[config.mk]
export PLATFORM = sky130hd
export DESIGN_NAME = grid_cell_owner_binning_core
export DESIGN_NICKNAME = d
export VERILOG_FILES = /design/src/design/gcob_pkg.sv /design/src/design/grid_cell_owner_binning_core.sv /design/src/design/gcob_ram.sv /design/src/design/gcob_queue.sv /design/src/design/gcob_front.sv /design/src/design/gcob_back.sv
export SDC_FILE = /design/constraint.sdc
export NUM_CORES = 2
export LEC_CHECK = 0
export BUFFER_PORTS_ARGS = -buffer_cell sky130_fd_sc_hd__buf_2
export CAP_MARGIN = 15
export CORE_ASPECT_RATIO = 1.2
export CORE_MARGIN = 2
export CORE_UTILIZATION = 57
export DETAILED_ROUTE_END_ITERATION = 6
export HOLD_SLACK_MARGIN = 0.12
export PLACE_DENSITY = 0.74
export RECOVER_POWER = 100
export SLEW_MARGIN = 20
export SYNTH_ARGS = -nofsm -noshare
export SYNTH_HDL_FRONTEND = slang
export SYNTH_SLANG_ARGS = --single-unit
[constraint.sdc]
create_clock -name clk -period 19.3 [get_ports clk]
set_input_delay 2.895 -clock clk [delete_from_list [all_inputs] [get_ports clk]]
set_output_delay 2.895 -clock clk [all_outputs]
set_load 0.02 [all_outputs]
[src/design/gcob_pkg.sv]
// Shared constants, types and helper functions of the grid cell owner binning core.
`timescale 1ns / 1ps
package gcob_pkg;

  // Sizing of the block
  localparam int MAX_PARTS  = 16;
  localparam int MAX_NODES  = 8;
  localparam int COORD_BITS = 32;
  localparam int DIRS       = 3;

  // Derived widths
  localparam int PART_W      = $clog2(MAX_PARTS);
  localparam int PCNT_W      = PART_W + 1;
  localparam int CNT_W       = $clog2(MAX_NODES + 1);
  localparam int SUM_W       = COORD_BITS + $clog2(MAX_NODES);
  localparam int PROD_W      = COORD_BITS + CNT_W + 1;
  localparam int BP_DEPTH    = DIRS * MAX_PARTS;
  localparam int BP_ADDR_W   = $clog2(BP_DEPTH);
  localparam int M1_W        = PART_W + PCNT_W;
  localparam int FULL_W      = M1_W + PCNT_W + 1;

  // Fixed field widths
  localparam int CFG_PARTS_W = 5;
  localparam int DIRS_W      = 2;
  localparam int RANK_W      = 13;
  localparam int OWNER_W     = 12;
  localparam int IDX_W       = 4;

  // Cell job queue
  localparam int QDEPTH = 2;
  localparam int QPTR_W = 1;
  localparam int QCNT_W = 2;

  // Register port
  localparam int APB_ADDR_W = 5;
  localparam int APB_DATA_W = 32;
  localparam int REG_IDX_W  = 3;

  localparam logic [REG_IDX_W-1:0] REG_PARTS_X    = 3'd0;
  localparam logic [REG_IDX_W-1:0] REG_PARTS_Y    = 3'd1;
  localparam logic [REG_IDX_W-1:0] REG_PARTS_Z    = 3'd2;
  localparam logic [REG_IDX_W-1:0] REG_NUM_DIRS   = 3'd3;
  localparam logic [REG_IDX_W-1:0] REG_RANK_COUNT = 3'd4;

  // Register reset values
  localparam logic [CFG_PARTS_W-1:0] PARTS_RST = 5'd1;
  localparam logic [DIRS_W-1:0]      DIRS_RST  = 2'd3;
  localparam logic [RANK_W-1:0]      RANK_RST  = 13'd1;

  // Request and direction codes
  localparam logic REQ_LOAD = 1'b0;
  localparam logic REQ_NODE = 1'b1;

  localparam logic [DIRS_W-1:0] DIR_X      = 2'd0;
  localparam logic [DIRS_W-1:0] DIR_Y      = 2'd1;
  localparam logic [DIRS_W-1:0] DIR_Z      = 2'd2;
  localparam logic [DIRS_W-1:0] NUM_DIRS_3 = 2'd3;

  typedef struct packed {
    logic [CFG_PARTS_W-1:0] parts_x;
    logic [CFG_PARTS_W-1:0] parts_y;
    logic [CFG_PARTS_W-1:0] parts_z;
    logic [DIRS_W-1:0]      num_dirs;
    logic [RANK_W-1:0]      rank_count;
  } gcob_cfg_t;

  // One closed cell: coordinate sums and node count
  typedef struct packed {
    logic [DIRS-1:0][SUM_W-1:0] sum;
    logic [CNT_W-1:0]           cnt;
  } gcob_job_t;

  typedef struct packed {
    logic empty;
    logic full;
  } gcob_qstat_t;

  // Clamp a part count register to 1 .. MAX_PARTS
  function automatic logic [PCNT_W-1:0] eff_parts(input logic [CFG_PARTS_W-1:0] p);
    logic [PCNT_W-1:0] r;
    if (p == '0) begin
      r = PCNT_W'(1);
    end else if (int'(p) > MAX_PARTS) begin
      r = PCNT_W'(MAX_PARTS);
    end else begin
      r = PCNT_W'(p);
    end
    return r;
  endfunction

  // Breakpoint table address of one direction and part
  function automatic logic [BP_ADDR_W-1:0] bp_addr(input logic [DIRS_W-1:0] dir,
                                                   input logic [PART_W-1:0] idx);
    return BP_ADDR_W'(dir) * BP_ADDR_W'(MAX_PARTS) + BP_ADDR_W'(idx);
  endfunction

endpackage

[src/design/grid_cell_owner_binning_core.sv]
// Top level: register port, front end, cell queue, breakpoint RAM and back end.
`timescale 1ns / 1ps
// Breakpoint loads and node transactions enter on the in_ channel; each node marked
// last yields one result on the out_ channel. A closed cell waits in a two-deep
// queue until the back end takes it and bins it: each breakpoint examined is read
// on the single read port of the breakpoint RAM and then compared, the scan of a
// direction stops at the first breakpoint not below the centre or at its last
// part, and the owner is then formed in a multiply step and a sum step. A scan
// reads at most as many breakpoints as the direction's part count, clamped to
// 1 .. 16, and the finished result waits while the result register is stalled.
// Node transactions of later cells keep flowing meanwhile; a breakpoint load is held
// until every queued cell has been binned, and a closing node is held while the
// queue is full. There is no clearing pass after reset: table entries must be
// loaded before a cell is binned against them.
module grid_cell_owner_binning_core (
  input  logic                                   clk,
  input  logic                                   rst_n,
  input  logic                                   in_valid,
  output logic                                   in_stall,
  input  logic                                   in_req_type,
  input  logic [gcob_pkg::DIRS_W-1:0]            in_bp_dir,
  input  logic [gcob_pkg::IDX_W-1:0]             in_bp_index,
  input  logic signed [gcob_pkg::COORD_BITS-1:0] in_bp_value,
  input  logic signed [gcob_pkg::COORD_BITS-1:0] in_node_x,
  input  logic signed [gcob_pkg::COORD_BITS-1:0] in_node_y,
  input  logic signed [gcob_pkg::COORD_BITS-1:0] in_node_z,
  input  logic                                   in_last_node,
  output logic                                   out_valid,
  input  logic                                   out_stall,
  output logic [gcob_pkg::OWNER_W-1:0]           out_owner,
  output logic [gcob_pkg::IDX_W-1:0]             out_part_x,
  output logic [gcob_pkg::IDX_W-1:0]             out_part_y,
  output logic [gcob_pkg::IDX_W-1:0]             out_part_z,
  output logic                                   out_bad_owner,
  input  logic                                   psel,
  input  logic                                   penable,
  input  logic                                   pwrite,
  input  logic [gcob_pkg::APB_ADDR_W-1:0]        paddr,
  input  logic [gcob_pkg::APB_DATA_W-1:0]        pwdata,
  output logic [gcob_pkg::APB_DATA_W-1:0]        prdata,
  output logic                                   pready
);

  gcob_pkg::gcob_cfg_t              cfg_r, cfg_nxt;
  logic [gcob_pkg::REG_IDX_W-1:0]   reg_idx;
  logic                             reg_wr;
  gcob_pkg::gcob_qstat_t            qstat;
  gcob_pkg::gcob_job_t              push_job, pop_job;
  logic                             push, pop, back_busy;
  logic                             bp_we, bp_re;
  logic [gcob_pkg::BP_ADDR_W-1:0]   bp_waddr, bp_raddr;
  logic [gcob_pkg::COORD_BITS-1:0]  bp_wdata, bp_rdata;

  // Register port
  assign pready  = 1'b1;
  assign reg_idx = paddr[gcob_pkg::APB_ADDR_W-1:2];
  assign reg_wr  = psel && penable && pwrite && pready;

  always_comb begin
    cfg_nxt = cfg_r;
    if (reg_wr) begin
      unique case (reg_idx)
        gcob_pkg::REG_PARTS_X:    cfg_nxt.parts_x    = pwdata[gcob_pkg::CFG_PARTS_W-1:0];
        gcob_pkg::REG_PARTS_Y:    cfg_nxt.parts_y    = pwdata[gcob_pkg::CFG_PARTS_W-1:0];
        gcob_pkg::REG_PARTS_Z:    cfg_nxt.parts_z    = pwdata[gcob_pkg::CFG_PARTS_W-1:0];
        gcob_pkg::REG_NUM_DIRS:   cfg_nxt.num_dirs   = pwdata[gcob_pkg::DIRS_W-1:0];
        gcob_pkg::REG_RANK_COUNT: cfg_nxt.rank_count = pwdata[gcob_pkg::RANK_W-1:0];
        default:                  cfg_nxt = cfg_r;
      endcase
    end
  end

  always_ff @(posedge clk) begin
    if (!rst_n) begin
      cfg_r.parts_x    <= gcob_pkg::PARTS_RST;
      cfg_r.parts_y    <= gcob_pkg::PARTS_RST;
      cfg_r.parts_z    <= gcob_pkg::PARTS_RST;
      cfg_r.num_dirs   <= gcob_pkg::DIRS_RST;
      cfg_r.rank_count <= gcob_pkg::RANK_RST;
    end else begin
      cfg_r <= cfg_nxt;
    end
  end

  // Register read back
  always_comb begin
    unique case (reg_idx)
      gcob_pkg::REG_PARTS_X:    prdata = gcob_pkg::APB_DATA_W'(cfg_r.parts_x);
      gcob_pkg::REG_PARTS_Y:    prdata = gcob_pkg::APB_DATA_W'(cfg_r.parts_y);
      gcob_pkg::REG_PARTS_Z:    prdata = gcob_pkg::APB_DATA_W'(cfg_r.parts_z);
      gcob_pkg::REG_NUM_DIRS:   prdata = gcob_pkg::APB_DATA_W'(cfg_r.num_dirs);
      gcob_pkg::REG_RANK_COUNT: prdata = gcob_pkg::APB_DATA_W'(cfg_r.rank_count);
      default:                  prdata = '0;
    endcase
  end

  gcob_front u_front (
    .clk          (clk),
    .rst_n        (rst_n),
    .in_valid     (in_valid),
    .in_stall     (in_stall),
    .in_req_type  (in_req_type),
    .in_bp_dir    (in_bp_dir),
    .in_bp_index  (in_bp_index),
    .in_bp_value  (in_bp_value),
    .in_node_x    (in_node_x),
    .in_node_y    (in_node_y),
    .in_node_z    (in_node_z),
    .in_last_node (in_last_node),
    .qstat        (qstat),
    .back_busy    (back_busy),
    .push         (push),
    .push_job     (push_job),
    .bp_we        (bp_we),
    .bp_waddr     (bp_waddr),
    .bp_wdata     (bp_wdata)
  );

  gcob_queue u_queue (
    .clk      (clk),
    .rst_n    (rst_n),
    .push     (push),
    .push_job (push_job),
    .pop      (pop),
    .pop_job  (pop_job),
    .stat     (qstat)
  );

  gcob_ram #(
    .WIDTH (gcob_pkg::COORD_BITS),
    .DEPTH (gcob_pkg::BP_DEPTH)
  ) u_bp_ram (
    .clk   (clk),
    .we    (bp_we),
    .waddr (bp_waddr),
    .wdata (bp_wdata),
    .re    (bp_re),
    .raddr (bp_raddr),
    .rdata (bp_rdata)
  );

  gcob_back u_back (
    .clk           (clk),
    .rst_n         (rst_n),
    .cfg           (cfg_r),
    .qstat         (qstat),
    .pop_job       (pop_job),
    .pop           (pop),
    .busy          (back_busy),
    .bp_re         (bp_re),
    .bp_raddr      (bp_raddr),
    .bp_rdata      (bp_rdata),
    .out_valid     (out_valid),
    .out_stall     (out_stall),
    .out_owner     (out_owner),
    .out_part_x    (out_part_x),
    .out_part_y    (out_part_y),
    .out_part_z    (out_part_z),
    .out_bad_owner (out_bad_owner)
  );

endmodule

[src/design/gcob_ram.sv]
// Generic single write port, single read port RAM with registered read data.
`timescale 1ns / 1ps
module gcob_ram #(
  parameter int WIDTH = 32,
  parameter int DEPTH = 48
) (
  input  logic                     clk,
  input  logic                     we,
  input  logic [$clog2(DEPTH)-1:0] waddr,
  input  logic [WIDTH-1:0]         wdata,
  input  logic                     re,
  input  logic [$clog2(DEPTH)-1:0] raddr,
  output logic [WIDTH-1:0]         rdata
);

  logic [WIDTH-1:0] mem_r [DEPTH];
  logic [WIDTH-1:0] rdata_r;

  // Write and registered read
  always_ff @(posedge clk) begin
    if (we) begin
      mem_r[waddr] <= wdata;
    end
    if (re) begin
      rdata_r <= mem_r[raddr];
    end
  end

  assign rdata = rdata_r;

endmodule

[src/design/gcob_queue.sv]
// Two-entry queue of closed cells between the front and the back.
`timescale 1ns / 1ps
module gcob_queue (
  input  logic                    clk,
  input  logic                    rst_n,
  input  logic                    push,
  input  gcob_pkg::gcob_job_t     push_job,
  input  logic                    pop,
  output gcob_pkg::gcob_job_t     pop_job,
  output gcob_pkg::gcob_qstat_t   stat
);

  gcob_pkg::gcob_job_t                 ent_r [gcob_pkg::QDEPTH];
  logic [gcob_pkg::QPTR_W-1:0]         wr_ptr_r, wr_ptr_nxt;
  logic [gcob_pkg::QPTR_W-1:0]         rd_ptr_r, rd_ptr_nxt;
  logic [gcob_pkg::QCNT_W-1:0]         cnt_r, cnt_nxt;

  // Pointer and fill count update
  always_comb begin
    wr_ptr_nxt = wr_ptr_r;
    rd_ptr_nxt = rd_ptr_r;
    cnt_nxt    = cnt_r;
    if (push) begin
      wr_ptr_nxt = wr_ptr_r + 1'b1;
    end
    if (pop) begin
      rd_ptr_nxt = rd_ptr_r + 1'b1;
    end
    if (push && !pop) begin
      cnt_nxt = cnt_r + 1'b1;
    end else if (pop && !push) begin
      cnt_nxt = cnt_r - 1'b1;
    end
  end

  always_ff @(posedge clk) begin
    if (!rst_n) begin
      wr_ptr_r <= '0;
      rd_ptr_r <= '0;
      cnt_r    <= '0;
    end else begin
      wr_ptr_r <= wr_ptr_nxt;
      rd_ptr_r <= rd_ptr_nxt;
      cnt_r    <= cnt_nxt;
    end
  end

  // Store the pushed cell
  always_ff @(posedge clk) begin
    if (push) begin
      ent_r[wr_ptr_r] <= push_job;
    end
  end

  assign pop_job    = ent_r[rd_ptr_r];
  assign stat.empty = (cnt_r == '0);
  assign stat.full  = (cnt_r == gcob_pkg::QCNT_W'(gcob_pkg::QDEPTH));

endmodule

[src/design/gcob_front.sv]
// Front end: accepts transactions, loads breakpoints and accumulates node sums.
`timescale 1ns / 1ps
module gcob_front (
  input  logic                                 clk,
  input  logic                                 rst_n,
  input  logic                                 in_valid,
  output logic                                 in_stall,
  input  logic                                 in_req_type,
  input  logic [gcob_pkg::DIRS_W-1:0]          in_bp_dir,
  input  logic [gcob_pkg::IDX_W-1:0]           in_bp_index,
  input  logic signed [gcob_pkg::COORD_BITS-1:0] in_bp_value,
  input  logic signed [gcob_pkg::COORD_BITS-1:0] in_node_x,
  input  logic signed [gcob_pkg::COORD_BITS-1:0] in_node_y,
  input  logic signed [gcob_pkg::COORD_BITS-1:0] in_node_z,
  input  logic                                 in_last_node,
  input  gcob_pkg::gcob_qstat_t                qstat,
  input  logic                                 back_busy,
  output logic                                 push,
  output gcob_pkg::gcob_job_t                  push_job,
  output logic                                 bp_we,
  output logic [gcob_pkg::BP_ADDR_W-1:0]       bp_waddr,
  output logic [gcob_pkg::COORD_BITS-1:0]      bp_wdata
);

  logic [gcob_pkg::DIRS-1:0][gcob_pkg::SUM_W-1:0] sum_r, sum_nxt;
  logic [gcob_pkg::CNT_W-1:0]                     cnt_r, cnt_nxt;
  logic [gcob_pkg::DIRS-1:0][gcob_pkg::SUM_W-1:0] sum_add;
  logic [gcob_pkg::CNT_W-1:0]                     cnt_add;
  logic                                           accept;
  logic                                           room;

  // Hold loads while a cell is queued or searched; hold a closing node on a full queue
  always_comb begin
    if (in_req_type == gcob_pkg::REQ_LOAD) begin
      in_stall = !qstat.empty || back_busy;
    end else begin
      in_stall = in_last_node && qstat.full;
    end
  end

  assign accept = in_valid && !in_stall;

  // Breakpoint write, out-of-range directions dropped
  assign bp_we    = accept && (in_req_type == gcob_pkg::REQ_LOAD) &&
                    (int'(in_bp_dir) < gcob_pkg::DIRS) &&
                    (int'(in_bp_index) < gcob_pkg::MAX_PARTS);
  assign bp_waddr = gcob_pkg::bp_addr(in_bp_dir, gcob_pkg::PART_W'(in_bp_index));
  assign bp_wdata = in_bp_value;

  // Add the node unless the cell already holds its maximum node count
  always_comb begin
    room = (int'(cnt_r) < gcob_pkg::MAX_NODES);
    sum_add = sum_r;
    cnt_add = cnt_r;
    if (room) begin
      sum_add[gcob_pkg::DIR_X] = sum_r[gcob_pkg::DIR_X] + gcob_pkg::SUM_W'(in_node_x);
      sum_add[gcob_pkg::DIR_Y] = sum_r[gcob_pkg::DIR_Y] + gcob_pkg::SUM_W'(in_node_y);
      sum_add[gcob_pkg::DIR_Z] = sum_r[gcob_pkg::DIR_Z] + gcob_pkg::SUM_W'(in_node_z);
      cnt_add = cnt_r + 1'b1;
    end
  end

  // Accumulate, and close the cell on its last node
  always_comb begin
    sum_nxt      = sum_r;
    cnt_nxt      = cnt_r;
    push         = 1'b0;
    push_job.sum = sum_add;
    push_job.cnt = cnt_add;
    if (accept && (in_req_type == gcob_pkg::REQ_NODE)) begin
      if (in_last_node) begin
        push    = 1'b1;
        sum_nxt = '0;
        cnt_nxt = '0;
      end else begin
        sum_nxt = sum_add;
        cnt_nxt = cnt_add;
      end
    end
  end

  always_ff @(posedge clk) begin
    if (!rst_n) begin
      sum_r <= '0;
      cnt_r <= '0;
    end else begin
      sum_r <= sum_nxt;
      cnt_r <= cnt_nxt;
    end
  end

endmodule

[src/design/gcob_back.sv]
// Back end: breakpoint search per direction, owner arithmetic and result register.
`timescale 1ns / 1ps
module gcob_back (
  input  logic                              clk,
  input  logic                              rst_n,
  input  gcob_pkg::gcob_cfg_t               cfg,
  input  gcob_pkg::gcob_qstat_t             qstat,
  input  gcob_pkg::gcob_job_t               pop_job,
  output logic                              pop,
  output logic                              busy,
  output logic                              bp_re,
  output logic [gcob_pkg::BP_ADDR_W-1:0]    bp_raddr,
  input  logic [gcob_pkg::COORD_BITS-1:0]   bp_rdata,
  output logic                              out_valid,
  input  logic                              out_stall,
  output logic [gcob_pkg::OWNER_W-1:0]      out_owner,
  output logic [gcob_pkg::IDX_W-1:0]        out_part_x,
  output logic [gcob_pkg::IDX_W-1:0]        out_part_y,
  output logic [gcob_pkg::IDX_W-1:0]        out_part_z,
  output logic                              out_bad_owner
);

  typedef enum logic [4:0] {
    ST_IDLE = 5'b00001,
    ST_READ = 5'b00010,
    ST_CMP  = 5'b00100,
    ST_MUL  = 5'b01000,
    ST_SUM  = 5'b10000
  } state_t;

  state_t                                   state_r, state_nxt;
  gcob_pkg::gcob_job_t                      job_r, job_nxt;
  logic [gcob_pkg::DIRS_W-1:0]              dir_r, dir_nxt;
  logic [gcob_pkg::PART_W-1:0]              idx_r, idx_nxt;
  logic [gcob_pkg::PART_W-1:0]              cur_r, cur_nxt;
  logic [gcob_pkg::DIRS-1:0][gcob_pkg::PART_W-1:0] part_r, part_nxt;
  logic [gcob_pkg::M1_W-1:0]                m1_r, m1_nxt, m2_r, m2_nxt;
  logic                                     out_valid_r, out_valid_nxt;
  logic [gcob_pkg::OWNER_W-1:0]             owner_r, owner_nxt;
  logic [gcob_pkg::DIRS-1:0][gcob_pkg::IDX_W-1:0] opart_r, opart_nxt;
  logic                                     bad_r, bad_nxt;

  logic [gcob_pkg::PCNT_W-1:0]              nx, ny, nz, n_cur;
  logic                                     three;
  logic signed [gcob_pkg::SUM_W-1:0]        sum_cur;
  logic signed [gcob_pkg::COORD_BITS-1:0]   bp;
  logic signed [gcob_pkg::CNT_W:0]          cnt_s;
  logic signed [gcob_pkg::PROD_W-1:0]       scaled;
  logic                                     above;
  logic                                     last_entry;
  logic [gcob_pkg::PART_W-1:0]              found;
  logic [gcob_pkg::FULL_W-1:0]              full;

  // Effective part counts
  assign nx    = gcob_pkg::eff_parts(cfg.parts_x);
  assign ny    = gcob_pkg::eff_parts(cfg.parts_y);
  assign nz    = gcob_pkg::eff_parts(cfg.parts_z);
  assign three = (cfg.num_dirs == gcob_pkg::NUM_DIRS_3);

  always_comb begin
    case (dir_r)
      gcob_pkg::DIR_X: n_cur = nx;
      gcob_pkg::DIR_Y: n_cur = ny;
      default:         n_cur = nz;
    endcase
  end

  // Compare centre against breakpoint without dividing: sum > bp * count
  always_comb begin
    sum_cur    = $signed(job_r.sum[dir_r]);
    bp         = $signed(bp_rdata);
    cnt_s      = $signed({1'b0, job_r.cnt});
    scaled     = bp * cnt_s;
    above      = gcob_pkg::PROD_W'(sum_cur) > scaled;
    last_entry = (gcob_pkg::PCNT_W'(idx_r) + 1'b1) >= n_cur;
    found      = above ? idx_r : cur_r;
  end

  assign bp_re    = (state_r == ST_READ);
  assign bp_raddr = gcob_pkg::bp_addr(dir_r, idx_r);

  // Owner sum from registered products, with the z product scaled by ny here
  assign full = gcob_pkg::FULL_W'(part_r[gcob_pkg::DIR_X]) + gcob_pkg::FULL_W'(m1_r) +
                gcob_pkg::FULL_W'(m2_r) * gcob_pkg::FULL_W'(ny);

  // Sequencer
  always_comb begin
    state_nxt     = state_r;
    job_nxt       = job_r;
    dir_nxt       = dir_r;
    idx_nxt       = idx_r;
    cur_nxt       = cur_r;
    part_nxt      = part_r;
    m1_nxt        = m1_r;
    m2_nxt        = m2_r;
    out_valid_nxt = out_valid_r;
    owner_nxt     = owner_r;
    opart_nxt     = opart_r;
    bad_nxt       = bad_r;
    pop           = 1'b0;

    // Drop the result once taken
    if (out_valid_r && !out_stall) begin
      out_valid_nxt = 1'b0;
    end

    unique case (state_r)
      ST_IDLE: begin
        if (!qstat.empty) begin
          pop       = 1'b1;
          job_nxt   = pop_job;
          dir_nxt   = gcob_pkg::DIR_X;
          idx_nxt   = '0;
          cur_nxt   = '0;
          state_nxt = ST_READ;
        end
      end
      ST_READ: begin
        state_nxt = ST_CMP;
      end
      ST_CMP: begin
        if (above && !last_entry) begin
          cur_nxt   = idx_r;
          idx_nxt   = idx_r + 1'b1;
          state_nxt = ST_READ;
        end else begin
          part_nxt[dir_r] = found;
          idx_nxt         = '0;
          cur_nxt         = '0;
          if (dir_r == gcob_pkg::DIR_X) begin
            dir_nxt   = gcob_pkg::DIR_Y;
            state_nxt = ST_READ;
          end else if (dir_r == gcob_pkg::DIR_Y && three) begin
            dir_nxt   = gcob_pkg::DIR_Z;
            state_nxt = ST_READ;
          end else begin
            if (dir_r == gcob_pkg::DIR_Y) begin
              part_nxt[gcob_pkg::DIR_Z] = '0;
            end
            state_nxt = ST_MUL;
          end
        end
      end
      ST_MUL: begin
        m1_nxt    = gcob_pkg::M1_W'(part_r[gcob_pkg::DIR_Y]) * gcob_pkg::M1_W'(nx);
        m2_nxt    = gcob_pkg::M1_W'(part_r[gcob_pkg::DIR_Z]) * gcob_pkg::M1_W'(nx);
        state_nxt = ST_SUM;
      end
      ST_SUM: begin
        // Load the result register once it is free
        if (!out_valid_r || !out_stall) begin
          out_valid_nxt = 1'b1;
          owner_nxt     = full[gcob_pkg::OWNER_W-1:0];
          opart_nxt[gcob_pkg::DIR_X] = gcob_pkg::IDX_W'(part_r[gcob_pkg::DIR_X]);
          opart_nxt[gcob_pkg::DIR_Y] = gcob_pkg::IDX_W'(part_r[gcob_pkg::DIR_Y]);
          opart_nxt[gcob_pkg::DIR_Z] = gcob_pkg::IDX_W'(part_r[gcob_pkg::DIR_Z]);
          bad_nxt       = full >= gcob_pkg::FULL_W'(cfg.rank_count);
          state_nxt     = ST_IDLE;
        end
      end
      default: begin
        state_nxt = ST_IDLE;
      end
    endcase
  end

  always_ff @(posedge clk) begin
    if (!rst_n) begin
      state_r     <= ST_IDLE;
      out_valid_r <= 1'b0;
    end else begin
      state_r     <= state_nxt;
      out_valid_r <= out_valid_nxt;
    end
  end

  // Datapath registers
  always_ff @(posedge clk) begin
    job_r   <= job_nxt;
    dir_r   <= dir_nxt;
    idx_r   <= idx_nxt;
    cur_r   <= cur_nxt;
    part_r  <= part_nxt;
    m1_r    <= m1_nxt;
    m2_r    <= m2_nxt;
    owner_r <= owner_nxt;
    opart_r <= opart_nxt;
    bad_r   <= bad_nxt;
  end

  assign busy          = (state_r != ST_IDLE);
  assign out_valid     = out_valid_r;
  assign out_owner     = owner_r;
  assign out_part_x    = opart_r[gcob_pkg::DIR_X];
  assign out_part_y    = opart_r[gcob_pkg::DIR_Y];
  assign out_part_z    = opart_r[gcob_pkg::DIR_Z];
  assign out_bad_owner = bad_r;

endmodule

==> results.py <==
metrics = {
    "outcome": {
        "status": "complete, but fails checks",
        "failed_checks": "capacitance limit, slew limit",
    },
    "finish": {
        "fin_nets": 6496,
        "fillers": 11392,
        "final_cell_count_no_fill": 8230,
        "layout-drive-gt1-share": 0.1731,
        "area_delta_synth_final_pct": 10.27,
    },
    "detailed_routing": {
        "postRouteAntennaNets": 0,
        "avgViaCountPerCell": 6.213,
        "routedWlPerCell_um": 27.13,
        "drtIter0Drc": 4502,
        "dr_total_vias": 51131,
        "firstDrtPassIters": 6,
        "drcViolationCount": 0,
        "drt-total-wl_mm": 223.3,
    },
    "placed_design": {
        "place_congestion": 0.8975,
        "dp_hpwl_mm": 132.6,
        "place_inst": 7861,
        "port_buffers": 198,
    },
    "synth": {
        "ys_seq_elements": 2109,
        "syn_area_mm2": 0.09393,
        "synth_flop_cell": "edfxtp_1",
        "syn_inst": 5669,
        "synth_edf_count": 1960,
        "ys_seq_area_frac": 0.6584,
        "syn_area_per_cell_um2": 16.57,
        "ys_types": 81,
        "async_flop_share": 0,
        "yosys_warnings": 0,
    },
    "global_routing": {
        "grt_max_degree": 127,
        "grt_pass1_wl_mm": 331.4,
        "grt_pass1_vias": 52154,
        "grt-ovfl-total": 0,
        "antenna_found_initial": 14,
        "grtUsageTotal": 0.2662,
    },
    "power_and_ir_drop": {
        "power_density_mw_per_mm2": 117.3,
        "p_leak_uw": 0.03557,
        "vdd.ir_drop.worst_v": 0.0001021,
    },
    "critical_path": {
        "slowest_stage": "clkbuf_1",
        "arrival_ns": 11.95,
        "path_delay_family": "buffers and inverters",
        "crit_path_max_fanout": 92,
        "crit_chain": "clkbuf_1 > buf_12 > clkbuf_1 > mux4_2 > mux4_2 > mux2i_1 > o21ai_0",
        "critPathKind": "reg2reg",
        "start_kind": "register",
        "endpoint_kind": "register",
        "cpPeakStageDelay_ns": 5.60,
        "path_buf_inv": 3,
        "required_ns": 19.76,
    },
    "cts": {
        "clock-root-buffer": "clkbuf_16",
        "ctsResizeCount": 0,
        "htree_levels": 4,
        "insertion_delay_ns": 0.85,
        "cts_max_path_buffers": 3,
        "clk_pin_slew_worst_paths_ns": 0.06,
        "cts_setup_buffers": 0,
        "cts_buffers": 197,
        "cts_tree": "done",
        "holdBufCountCts": 0,
        "cts.sinks": 2109,
    },
    "timing": {
        "finalHoldViolations": 0,
        "final_min_period_over_clock_period": 0.5952,
        "setup_tns_ns": 0,
        "slew_violations": 4165,
        "worstMarginPinSlew_ns": 8.158,
        "grt_setup_unrepaired": "no",
        "timing.fmax_mhz": 87.06,
        "setup_violations": 0,
        "final.setup_skew_ns": 0.02870,
        "period_minus_slack_ns": 11.49,
        "slew_headroom": -4.439,
    },
    "floorplanning": {
        "io_pins": 240,
        "die_h_um": 448.7,
        "num_rows": 163,
        "die_area_mm2": 0.1681,
        "placeableCoreArea_mm2": 0.1640,
        "start_util": 0.5728,
        "die-width_um": 374.6,
    },
    "worst_hold_path": {
        "hold_class": "reg2reg",
    },
    "flow_run": {
        "max-cap-violations": 113,
    },
}
[where the power goes]
part | internal [uW] | switching (uW)
registers | 5210 | 75.4
logic | 1300 | 1690
clock network | 2180 | 1690
[layer usage]
layer / up-vias / share of wire / track usage / wire length (um)
met5: - / 0.00016 / 0 / 36
met4: 6 / 0.039 / 0.1100 / 8781
met3: 415 / 0.064 / 0.03858 / 14250
met2: 2046 / 0.52 / 0.4589 / 116200
met1: 26266 / 0.38 / 0.3403 / 84070
li1: 22398 / - / - / -
[cells by family after synthesis]
| family | after synthesis | synth area share |
|---|---|---|
| multiplexers | 702 | 0.1404 |
| other | 2 | 0.00007996 |
| XOR/XNOR | 162 | 0.01511 |
| flip-flops | 2109 | 0.6584 |
| AND/OR/NAND/NOR | 1021 | 0.05187 |
| buffers and inverters | 501 | 0.02118 |
| adder cells (fa/ha/maj) | 399 | 0.06210 |
| AO/OA/AOI/OAI | 773 | 0.05085 |
[layout by cell type, fill, tap and decap left out, types with 119 or more instances in the layout]
master,count
edfxtp_1,1960
o21ai_0,271
buf_2,119
mux4_2,480
inv_1,234
and2_1,139
nor2_1,162
dfxtp_1,149
clkbuf_16,201
ha_1,287
clkbuf_1,195
nand2_1,414
a21oi_1,182
[final timing paths]
kind	slack, ns	to	startpoint	cells after the start
worst max register to register	7.81	u_bp_ram.rdata[8]	u_back.idx_r[0]	7
worst min-delay path	0.47	cfg_r[12]	cfg_r[12]	2
worst max-delay path	7.81	u_bp_ram.rdata[8]	u_back.idx_r[0]	7
worst min register to register	0.47	cfg_r[12]	cfg_r[12]	2
[worst min-delay path, cell delays in order, from the launching register on]
cell and delay (ns):
dfxtp_1 0.32, nand2_1 0.06, a21oi_1 0.05
[metrics by stage]
step,setup slack (ns),utilization,hold slack [ns],total power [uW],area [um2]
CTS,11.25,0.6353,0.4732,12180,104200
global placement,11.39,0.5962,0.4565,8268,97760
finish,7.813,0.6317,0.4718,12150,103600
floorplan,10.70,-,0.4307,7490,93990
detailed placement,11.28,0.5962,0.4651,8320,97760
global route,6.365,0.6316,0.5035,12680,103600
[synth_stat cells (96+ instances only)]
cell type	n	area [um2]
clkbuf_1	177	664.4
nor2_1	183	686.9
o21ai_0	261	1306
ha_1	287	3591
a21oi_1	182	910.9
and2_1	156	975.9
nand2_1	415	1558
fa_1	112	2242
xnor2_1	98	858.3
edfxtp_1	1960	58860
mux2_2	126	1419
a21o_1	99	743.2
mux2i_1	96	960.9
dfxtp_1	149	2983
inv_1	234	878.3
mux4_2	480	10810
[flip-flops by register name, indices dropped and copies added, names as in the netlist, 5 cells and up]
name / cells
u_back.part_r: 12
u_back.job_r: 105
u_front.sum_r: 105
u_back.m2_r: 9
u_back.state_r: 5
u_bp_ram.mem_r: 1536
u_back.m1_r: 9
u_back.out_owner: 12
u_queue.ent_r: 218
cfg_r: 30
u_bp_ram.rdata: 32
[layout make-up]
cell class	instances	area, um2	share of cell area
clock buffer	254	5309	0.05126
multi-input combinational	3077	30300	0.2926
timing repair buffer	297	1434	0.01384
inverter	235	883.3	0.008529
tap	2145	2684	0.02591
clock inverter	106	1104	0.01065
sequential	2109	61840	0.5971
antenna	7	17.52	0.0001691
(Power assumes the default switching activity.)
